**config.mk**
```make
export PLATFORM = sky130hd
export DESIGN_NAME = tpl_ram
export DESIGN_NICKNAME = d
export VERILOG_FILES = /design/src/hw/rtl/tpl_ram.sv
export SDC_FILE = /design/constraint.sdc
export NUM_CORES = 1
export LEC_CHECK = 0
export BUFFER_PORTS_ARGS = -buffer_cell sky130_fd_sc_hd__buf_2
export CAP_MARGIN = 20
export CORE_AREA = 4 4 103 105
export DETAILED_ROUTE_END_ITERATION = 8
export DIE_AREA = 0 0 107 109
export PLACE_DENSITY = 0.72
export SYNTH_ARGS = -nofsm -noshare
export SYNTH_HDL_FRONTEND = slang
export SYNTH_SLANG_ARGS = --single-unit
```
**constraint.sdc**
```tcl
create_clock -name clk_i -period 3.99 [get_ports clk_i]
set_input_delay 0.1995 -clock clk_i [delete_from_list [all_inputs] [get_ports clk_i]]
set_output_delay 0.1995 -clock clk_i [all_outputs]
set_load 0.05 [all_outputs]
```
**src/hw/rtl/tpl_ram.sv**
```systemverilog
module tpl_ram #(
  parameter int Width = 8,
  parameter int Depth = 16
) (
  input  logic                     clk_i,
  input  logic                     we_i,
  input  logic [$clog2(Depth)-1:0] waddr_i,
  input  logic [Width-1:0]         wdata_i,
  input  logic                     re_i,
  input  logic [$clog2(Depth)-1:0] raddr_i,
  output logic [Width-1:0]         rdata_o
);

  logic [Width-1:0] mem_q [Depth];

  always_ff @(posedge clk_i) begin
    if (we_i) begin
      mem_q[waddr_i] <= wdata_i;
    end
    if (re_i) begin
      rdata_o <= mem_q[raddr_i];
    end
  end

endmodule

```
==> results.json, run 1 <==
{
  "hold_path_depth": 1,
  "overflow": 0,
  "clock-skew-final_ps": 10.20,
  "rows": 36,
  "routed_wl_um": 9465,
  "wl_per_cell_um": 22.92,
  "num_antenna_cells": 0,
  "drv_slew": 0,
  "p_int_w": 0.002533,
  "rsz0062_at_grt": "false",
  "vias": 2380,
  "globalRouteMet2Util_pct": 27.92,
  "crit_chain": "buf_2 -> mux4_2 -> a22oi_1 -> nand2_1",
  "hold_class": "primary input to flip-flop",
  "syn_area_per_cell_um2": 22.83,
  "critPathCaptureType": "flip-flop",
  "synth_area_mm2": 0.005228,
  "clk_pin_slew_ps": 60,
  "cp-start-kind": "primary input",
  "hold_buffers": 0,
  "path_max_fanout": 32,
  "slowest_stage": "buf_2",
  "cts_buffer_depth": 2,
  "setup-violations-final": 0,
  "hpwl_um": 5730,
  "core_mm2": 0.009639,
  "leakage_nw": 1.987,
  "crit_arrival_ps": 1980,
  "worst_pin_slew_ps": 1035,
  "ys_ff_latch": 136,
  "slowest_delay_ps": 770,
  "synthXorXnorAreaFrac_pct": 0,
  "max_freq_ghz": 0.5757,
  "critPathBufInv": 1,
  "criticalPathCategory": "primary input to flip-flop",
  "ys_warn_count": 0,
  "grt_pass1_wl_um": 14600,
  "start_util_pct": 54.23,
  "ioPinCount": 27,
  "synth_mux_area_share_pct": 14.79,
  "gp_congestion": 0.7171,
  "status": "finished clean",
  "ant_nets": 0,
  "fin_hold_ws_ps": 73.44,
  "clk-insertion-delay-late_ps": 500,
  "cts_buffers": 17,
  "busiest_layer": "met2",
  "cp_data_required_time_ps": 4230,
  "cts_resized": 0,
  "cts_tree": "built",
  "post_cts_buffers": 0,
  "critPathTopFamily": "buffers and inverters",
  "root_buffer": "clkbuf_8",
  "p_sw_share_pct": 19.64,
  "synthAdderAreaFrac_pct": 0,
  "synth.yosys.seq_area_share_pct": 78.12,
  "nets": 286,
  "synth_compound_area_share_pct": 2.298,
  "die_y_um": 109,
  "power.density_mw_per_mm2": 525.5,
  "viasPerCell": 5.763,
  "cts.htree.levels": 4,
  "finalCriticalPeriod_ps": 1737,
  "pwr-share-comb_pct": 5.0,
  "grt_max_degree": 33,
  "seq_power_share_pct": 51.4,
  "grtUsageTotal_pct": 18.14,
  "r2r_cells": 3,
  "path_depth": 4,
  "syn2layout_area_growth_pct": 14.72,
  "power.total_w": 0.003152,
  "synth_top_family_by_area": "multiplexers",
  "layout-drive-gt1-share_pct": 26.07,
  "relSlewSlack_pct": 31.03,
  "hold_viol_final": 0,
  "synthSimpleGateAreaFrac_pct": 3.135,
  "firstDrtPassIters": 5,
  "clock_power_share_pct": 43.6,
  "clock-sinks": 136,
  "p_switching_w": 0.0006189,
  "use_met1_pct": 24.95,
  "dieWidth_um": 107,
  "fin_crit_sh_pct": 43.54,
  "fp.dieArea_mm2": 0.01166,
  "cap_violations": 0,
  "synth_cell_types": 18,
  "portBuffers": 26,
  "ir_drop_mv": 0.2445,
  "syn_inst": 229,
  "grt_use_met3_pct": 4.914,
  "syn_nets": 248,
  "route.detailed.drc": 0,
  "setup_tns_ps": 0,
  "grt_pass1_vias": 2470,
  "antenna_found_initial": 0,
  "drt_iter0_drc": 224
}
[cell families (layout without fill, tap and decap cells)]
| kind of cell | after synthesis | in the layout |
|---|---|---|
| AOI/OAI and AO/OA | 16 | 16 |
| buffers and inverters | 10 | 61 |
| DFF | 136 | 136 |
| muxes | 32 | 32 |
| and+or+nand+nor | 35 | 35 |
[state kept, by name (all words and copies together) (netlist names)]
name	flops
rdata_o	8
mem_q	128
[through the flow]
step                      cells  instance area, µm²  setup slack [ps]  utilization [%]
final                       413                5997              2253            62.21
after global routing        413                5997              2117            62.21
after CTS                   413                5997              2188            62.21
after detailed placement    381                5465              1640            56.70
after global placement      381                5465              1641            56.70
after floorplan             229                5228              2298                -
[layout by cell type (no fill, tap or decap), drive strengths merged]
master / count
a22oi: 16
nor2: 13
nand2b: 2
clkinv: 11
mux4: 32
and2b: 1
nand3b: 2
buf: 29
bufinv: 2
nor3: 4
or3b: 1
nand2: 9
edfxtp: 136
nor2b: 1
nand3: 1
clkinvlp: 1
clkbuf: 18
and2: 1
[power groups by stage]
| stage | combinational [W] | sequential, W | clock (W) |
|---|---|---|---|
| after detailed placement | 0.000161 | 0.00165 | 0 |
| after floorplan | 0.0000812 | 0.00167 | 0 |
| after CTS | 0.000162 | 0.00162 | 0.00140 |
| final | 0.000159 | 0.00162 | 0.00137 |
| after global routing | 0.000171 | 0.00162 | 0.00148 |
| after global placement | 0.000158 | 0.00165 | 0 |
[metal layers]
| metal | share of wire (%) | routed length, µm |
|---|---|---|
| met1 | 42 | 3949 |
| met3 | 7.2 | 682 |
| met4 | 1.8 | 166 |
| met2 | 49 | 4667 |
| met5 | 0 | 0 |
[synth_stat cells]
library cell       n  area share [%]
a22oi_1           16             2.3
and2_1             1            0.12
and2b_1            1            0.14
buf_2              3            0.29
buf_4              1            0.14
buf_6              3            0.65
clkdlybuf4s25_2    3            0.57
edfxtp_1         136              78
mux4_1            14             7.0
mux4_2            18             7.8
nand2_1            9            0.65
nand2b_1           2            0.24
nand3_1            1           0.096
nand3b_1           2            0.29
nor2_1            13            0.93
nor2b_1            1            0.12
nor3_1             4            0.38
or3b_2             1            0.17
[layout make-up]
cell class | count | area (µm²)
repair buffers | 29 | 152.6
flip-flops and latches | 136 | 4084
clock buffers | 18 | 417.9
clock inverters | 14 | 113.9
fillers | 662 | 3642
multi-input cells | 83 | 1062
well taps | 133 | 166.4
[worst paths after layout]
check | slack (ps) | from | end
max reg2reg | 2510 | mem_q[8][7] | rdata_o[7]
max | 2250 | raddr_i[0] | rdata_o[7]
min | 70 | re_i | rdata_o[3]
min reg2reg | 750 | mem_q[6][7] | rdata_o[7]
(Power assumes the default switching activity.)
==> run 2, diff against run 1 <==
==> config.mk (replaced) <==
export PLATFORM = sky130hd
export DESIGN_NAME = tpl_ram
export DESIGN_NICKNAME = d
export VERILOG_FILES = /design/src/hw/rtl/tpl_ram.sv
export SDC_FILE = /design/constraint.sdc
export NUM_CORES = 1
export LEC_CHECK = 0
export ABC_AREA = 1
export BUFFER_PORTS_ARGS = -buffer_cell sky130_fd_sc_hd__buf_2
export CAP_MARGIN = 20
export CORE_AREA = 4 4 109 111
export DETAILED_ROUTE_END_ITERATION = 8
export DIE_AREA = 0 0 113 115
export PLACE_DENSITY = 0.74
export SYNTH_ARGS = -nofsm -noshare
export SYNTH_HDL_FRONTEND = slang
export SYNTH_SLANG_ARGS = --single-unit
==> constraint.sdc (replaced) <==
create_clock -name clk_i -period 1.5 [get_ports clk_i]
set_input_delay 0.075 -clock clk_i [delete_from_list [all_inputs] [get_ports clk_i]]
set_output_delay 0.075 -clock clk_i [all_outputs]
set_load 0.05 [all_outputs]
==> results.json, run 2 <==
{
  "hold_viol_final": 0,
  "hpwl_um": 7354,
  "relSlewSlack_pct": 62.09,
  "clock-sinks": 136,
  "grt_pass1_wl_um": 19450,
  "fin_crit_sh_pct": 82.69,
  "routed_wl_um": 12160,
  "power.density_mw_per_mm2": 1278,
  "syn_nets": 570,
  "yosysTopAreaCell": "edfxtp_1",
  "grtUsageTotal_pct": 20.04,
  "cts_buffer_depth": 2,
  "crit_chain": "buf_2",
  "cp-start-kind": "flip-flop",
  "ant_nets": 0,
  "cts_tree": "built",
  "setup-violations-final": 0,
  "slowest_delay_ps": 370,
  "clk_pin_slew_ps": 60,
  "antenna_found_initial": 0,
  "p_int_w": 0.006793,
  "max_freq_ghz": 0.8062,
  "firstDrtPassIters": 5,
  "p_switching_w": 0.001936,
  "hold_class": "primary input to flip-flop",
  "rows": 38,
  "grt_pass1_vias": 3750,
  "ioPinCount": 27,
  "seq_power_share_pct": 49.3,
  "cp_data_required_time_ps": 1420,
  "root_buffer": "clkbuf_8",
  "core_mm2": 0.01079,
  "leakage_nw": 2.962,
  "rsz0062_at_grt": "false",
  "pwr-share-comb_pct": 6.8,
  "finalCriticalPeriod_ps": 1240,
  "biggestRegsByFlops": "mem_q: 128 flops, rdata_o: 8 flops",
  "critPathCaptureType": "output port",
  "critPathTopFamily": "flip-flops",
  "viasPerCell": 5.122,
  "gp_congestion": 0.9285,
  "syn_inst": 551,
  "final_cell_mix": "nand2_1 (173), edfxtp_1 (136), inv_1 (100)",
  "cts.htree.levels": 4,
  "crit_arrival_ps": 1170,
  "clk-insertion-delay-late_ps": 520,
  "status": "finished clean",
  "ys_ff_latch": 136,
  "multiInputGateArea_mm2": 0.001214,
  "overflow": 0,
  "drt_iter0_drc": 331,
  "nets": 624,
  "layout_commonest_cell": "nand2_1",
  "clock_power_share_pct": 43.9,
  "vias": 3877,
  "dieWidth_um": 113,
  "register_area_mm2": 0.004084,
  "yosysMostFrequentCell": "nand2_1",
  "clock-skew-final_ps": 7.023,
  "synth_top_area_share_pct": 69.85,
  "ys_warn_count": 0,
  "synth_cell_types": 11,
  "dpl-instance-area_mm2": 0.006191,
  "synth_edf_count": 136,
  "regMostFlops": "mem_q",
  "cts_buffers": 17,
  "start_util_pct": 54.17,
  "worst_pin_slew_ps": 567.8,
  "drv_slew": 0,
  "route.detailed.drc": 0,
  "syn_area_per_cell_um2": 10.61,
  "async_reset_ff_share_pct": 0,
  "largest_reg_flops": 128,
  "ir_drop_mv": 1.014,
  "yosys-top-cells-count": "nand2_1 (173), edfxtp_1 (136), inv_1 (100)",
  "setup_tns_ps": 0,
  "critPathBufInv": 1,
  "path_depth": 1,
  "criticalPathCategory": "flip-flop to output port",
  "synth_area_mm2": 0.005847,
  "synth.yosys.seq_area_share_pct": 69.85,
  "wl_per_cell_um": 16.07,
  "num_antenna_cells": 0,
  "grt_max_degree": 65,
  "fill_cells": 799,
  "p_sw_share_pct": 22.18,
  "yosys-top-cells-area": "edfxtp_1 (70%), nand2_1 (11%), nand3_1 (8.3%), inv_1 (6.4%), buf_6 (1.2%)",
  "finalInstanceArea_mm2": 0.006830,
  "path_max_fanout": 1,
  "r2r_cells": 6,
  "syn2layout_area_growth_pct": 16.82,
  "cap_violations": 0,
  "hold_path_depth": 1,
  "portBuffers": 26,
  "die_y_um": 115,
  "slowest_stage": "edfxtp_1",
  "fp.dieArea_mm2": 0.01300,
  "synthFlopType": "edfxtp_1",
  "layout-drive-gt1-share_pct": 13.13
}
## run 2: kinds of logic after synthesis
logic type	Yosys count	synth area share, %
AND/OR/NAND/NOR	289	20.76
flip-flops	136	69.85
buffers and inverters	126	9.394
## run 2: worst paths after layout
kind,start,to,slack [ps]
setup / recovery,rdata_o[2],rdata_o[2],260
hold / removal,wdata_i[6],mem_q[8][6],10
setup reg to reg,mem_q[7][6],rdata_o[6],290
hold reg to reg,mem_q[10][6],rdata_o[6],730
## run 2: metal layers
layer,part of all wire (%),global-route usage (%),wire [µm]
met5,0,0,0
met4,1.8,7.212,216
met3,7.1,4.579,860
met2,49,33.93,5910
met1,43,25.56,5176
## run 2: metrics by stage
stage                     utilization (%)  std cells  worst slack [ps]  hold slack, ps  total power, W
after floorplan                         -        551             474.2           173.9        0.004745
after detailed placement            57.36        717             187.4           448.1        0.004952
after global placement              57.36        717             203.7           439.1        0.004936
final                               63.29        757             259.6           10.30        0.008728
after global routing                63.29        757             204.9           10.08        0.009016
after CTS                           63.29        757             234.7           7.110        0.008766
## run 2: what timing repair did
item	CTS	global route
setup buffers	0	0
setup endpoints to repair	0	0
endpoints found under the hold margin	123	0
hold buffers	9	0
resized for setup	0	0
## run 2: cell type report
type                    count  area share (%)
clock inverters            13           1.923
well taps                 140           2.565
clock buffers              18           6.118
flip-flops and latches    136           59.79
multi-input cells         289           17.77
inverters                 102           5.605
repair buffers             59           6.228
## run 2: power by group through the flow
stage | combinational [W] | sequential [W] | clock [W]
after floorplan | 0.000300 | 0.00444 | 0
final | 0.000593 | 0.00430 | 0.00383
after global routing | 0.000655 | 0.00431 | 0.00405
after detailed placement | 0.000569 | 0.00438 | 0
after CTS | 0.000592 | 0.00430 | 0.00387
after global placement | 0.000555 | 0.00438 | 0
==> run 3, diff against run 2 <==
--- a/config.mk
+++ b/config.mk
@@ -11,7 +11,7 @@
 export CORE_AREA = 4 4 109 111
 export DETAILED_ROUTE_END_ITERATION = 8
 export DIE_AREA = 0 0 113 115
-export PLACE_DENSITY = 0.74
+export PLACE_DENSITY = 0.71
 export SYNTH_ARGS = -nofsm -noshare
 export SYNTH_HDL_FRONTEND = slang
 export SYNTH_SLANG_ARGS = --single-unit
==> constraint.sdc (replaced) <==
create_clock -name clk_i -period 1.3 [get_ports clk_i]
set_input_delay 0.065 -clock clk_i [delete_from_list [all_inputs] [get_ports clk_i]]
set_output_delay 0.065 -clock clk_i [all_outputs]
set_load 0.05 [all_outputs]
==> results.json, run 3 (synthesis gave the netlist of run 2 again) <==
{
  "status": "finished clean",
  "critPathCaptureType": "output port",
  "gp_congestion": 0.8210,
  "drv_slew": 0,
  "critPathBufInv": 1,
  "rsz0062_at_grt": "false",
  "viasPerCell": 5.216,
  "vias": 3959,
  "rows": 38,
  "max_freq_ghz": 0.8004,
  "cp_data_required_time_ps": 1240,
  "ant_nets": 0,
  "num_antenna_cells": 0,
  "worst_pin_slew_ps": 594.0,
  "power.total_w": 0.01050,
  "path_max_fanout": 1,
  "post_cts_buffers": 0,
  "layout_commonest_cell": "nand2_1",
  "setup_tns_ps": 0,
  "finalCriticalPeriod_ps": 1249,
  "hold_path_depth": 4,
  "hold_class": "primary input to flip-flop",
  "cts.htree.levels": 4,
  "slowest_stage": "edfxtp_1",
  "critPathTopFamily": "flip-flops",
  "firstDrtPassIters": 5,
  "drt_iter0_drc": 405,
  "ioPinCount": 27,
  "relSlewSlack_pct": 60.34,
  "core_mm2": 0.01079,
  "root_buffer": "clkbuf_8",
  "grt_pass1_vias": 3977,
  "grt_max_degree": 65,
  "hpwl_um": 7935,
  "clock-skew-final_ps": 8.183,
  "setup-violations-final": 0,
  "clk_pin_slew_ps": 60,
  "final_cell_mix": "nand2_1 (173), edfxtp_1 (136), inv_1 (100)",
  "crit_arrival_ps": 1180,
  "biggestRegsByFlops": "mem_q: 128 flops, rdata_o: 8 flops",
  "leakage_nw": 2.996,
  "dieWidth_um": 113,
  "largest_reg_flops": 128,
  "fin_util_pct": 63.85,
  "finalInstanceArea_mm2": 0.006892,
  "cts_buffer_depth": 2,
  "antenna_found_initial": 0,
  "cts_buffers": 17,
  "nets": 625,
  "cts_tree": "built",
  "fin_crit_sh_pct": 96.11,
  "clk-insertion-delay-late_ps": 530,
  "layout-drive-gt1-share_pct": 13.09,
  "grtUsageTotal_pct": 21.71,
  "cap_violations": 0,
  "power.density_mw_per_mm2": 1523,
  "start_util_pct": 54.17,
  "portBuffers": 26,
  "wl_per_cell_um": 16.99,
  "dp_slack_ps": -13.75,
  "routed_wl_um": 12890,
  "clock-sinks": 136,
  "overflow": 0,
  "ir_drop_mv": 1.038,
  "fp.dieArea_mm2": 0.01300,
  "hold_viol_final": 0,
  "die_y_um": 115,
  "route.detailed.drc": 0,
  "regMostFlops": "mem_q",
  "syn2layout_area_growth_pct": 17.87,
  "fill_cells": 816,
  "grt_pass1_wl_um": 20780,
  "slowest_delay_ps": 430,
  "crit_chain": "buf_4",
  "criticalPathCategory": "flip-flop to output port",
  "dpl-instance-area_mm2": 0.006191,
  "fin_ws_ps": 50.55,
  "path_depth": 1,
  "r2r_cells": 6,
  "cp-start-kind": "flip-flop"
}
run 3: cell types whose count changed in the layout (fill, tap and decap cells not counted), sizes merged:
cell	change
bufinv	+2
clkbuf	-1
clkinv	+3
clkinvlp	-2
dlygate4sd3	+1
inv	-1
run 3: worst paths after layout:
check	from	end	slack [ps]
hold reg to reg	mem_q[14][4]	rdata_o[4]	760
setup reg to reg	mem_q[1][3]	rdata_o[3]	100
setup / recovery	rdata_o[0]	rdata_o[0]	50
hold / removal	raddr_i[2]	rdata_o[0]	50
run 3: repair_timing:
item | CTS | global route
hold endpoints to repair | 141 | 0
resized for setup | 0 | 2
hold buffers | 10 | 0
endpoints found under the setup margin | 0 | 1
run 3: routing by layer:
layer	wire length (µm)	track usage (%)	vias up
met3	1008	6.368	29
met4	329	9.295	0
li1	-	-	1893
met2	6272	34.83	168
met1	5283	27.82	1869
met5	0	0	-
run 3: report_power, final:
part           internal (W)  switching (W)  total (W)
clock network       0.00308        0.00175    0.00483
registers           0.00494      0.0000288    0.00497
logic              0.000202       0.000493   0.000695
run 3: per-stage QoR:
stage	hold WS (ps)	cells
after floorplan	163.9	551
after global placement	432.1	717
after detailed placement	435.3	717
after CTS	21.54	759
after global routing	64.07	759
final	51.76	759
run 3: final cells by class:
class | count | area, µm² | share of cell area [%]
Clock buffer | 17 | 414.1 | 6.009
Clock inverter | 15 | 183.9 | 2.669
Inverter | 102 | 382.9 | 5.556
Multi-Input combinational cell | 289 | 1214 | 17.61
Sequential cell | 136 | 4084 | 59.26
Tap cell | 140 | 175.2 | 2.542
Timing Repair Buffer | 60 | 437.9 | 6.354
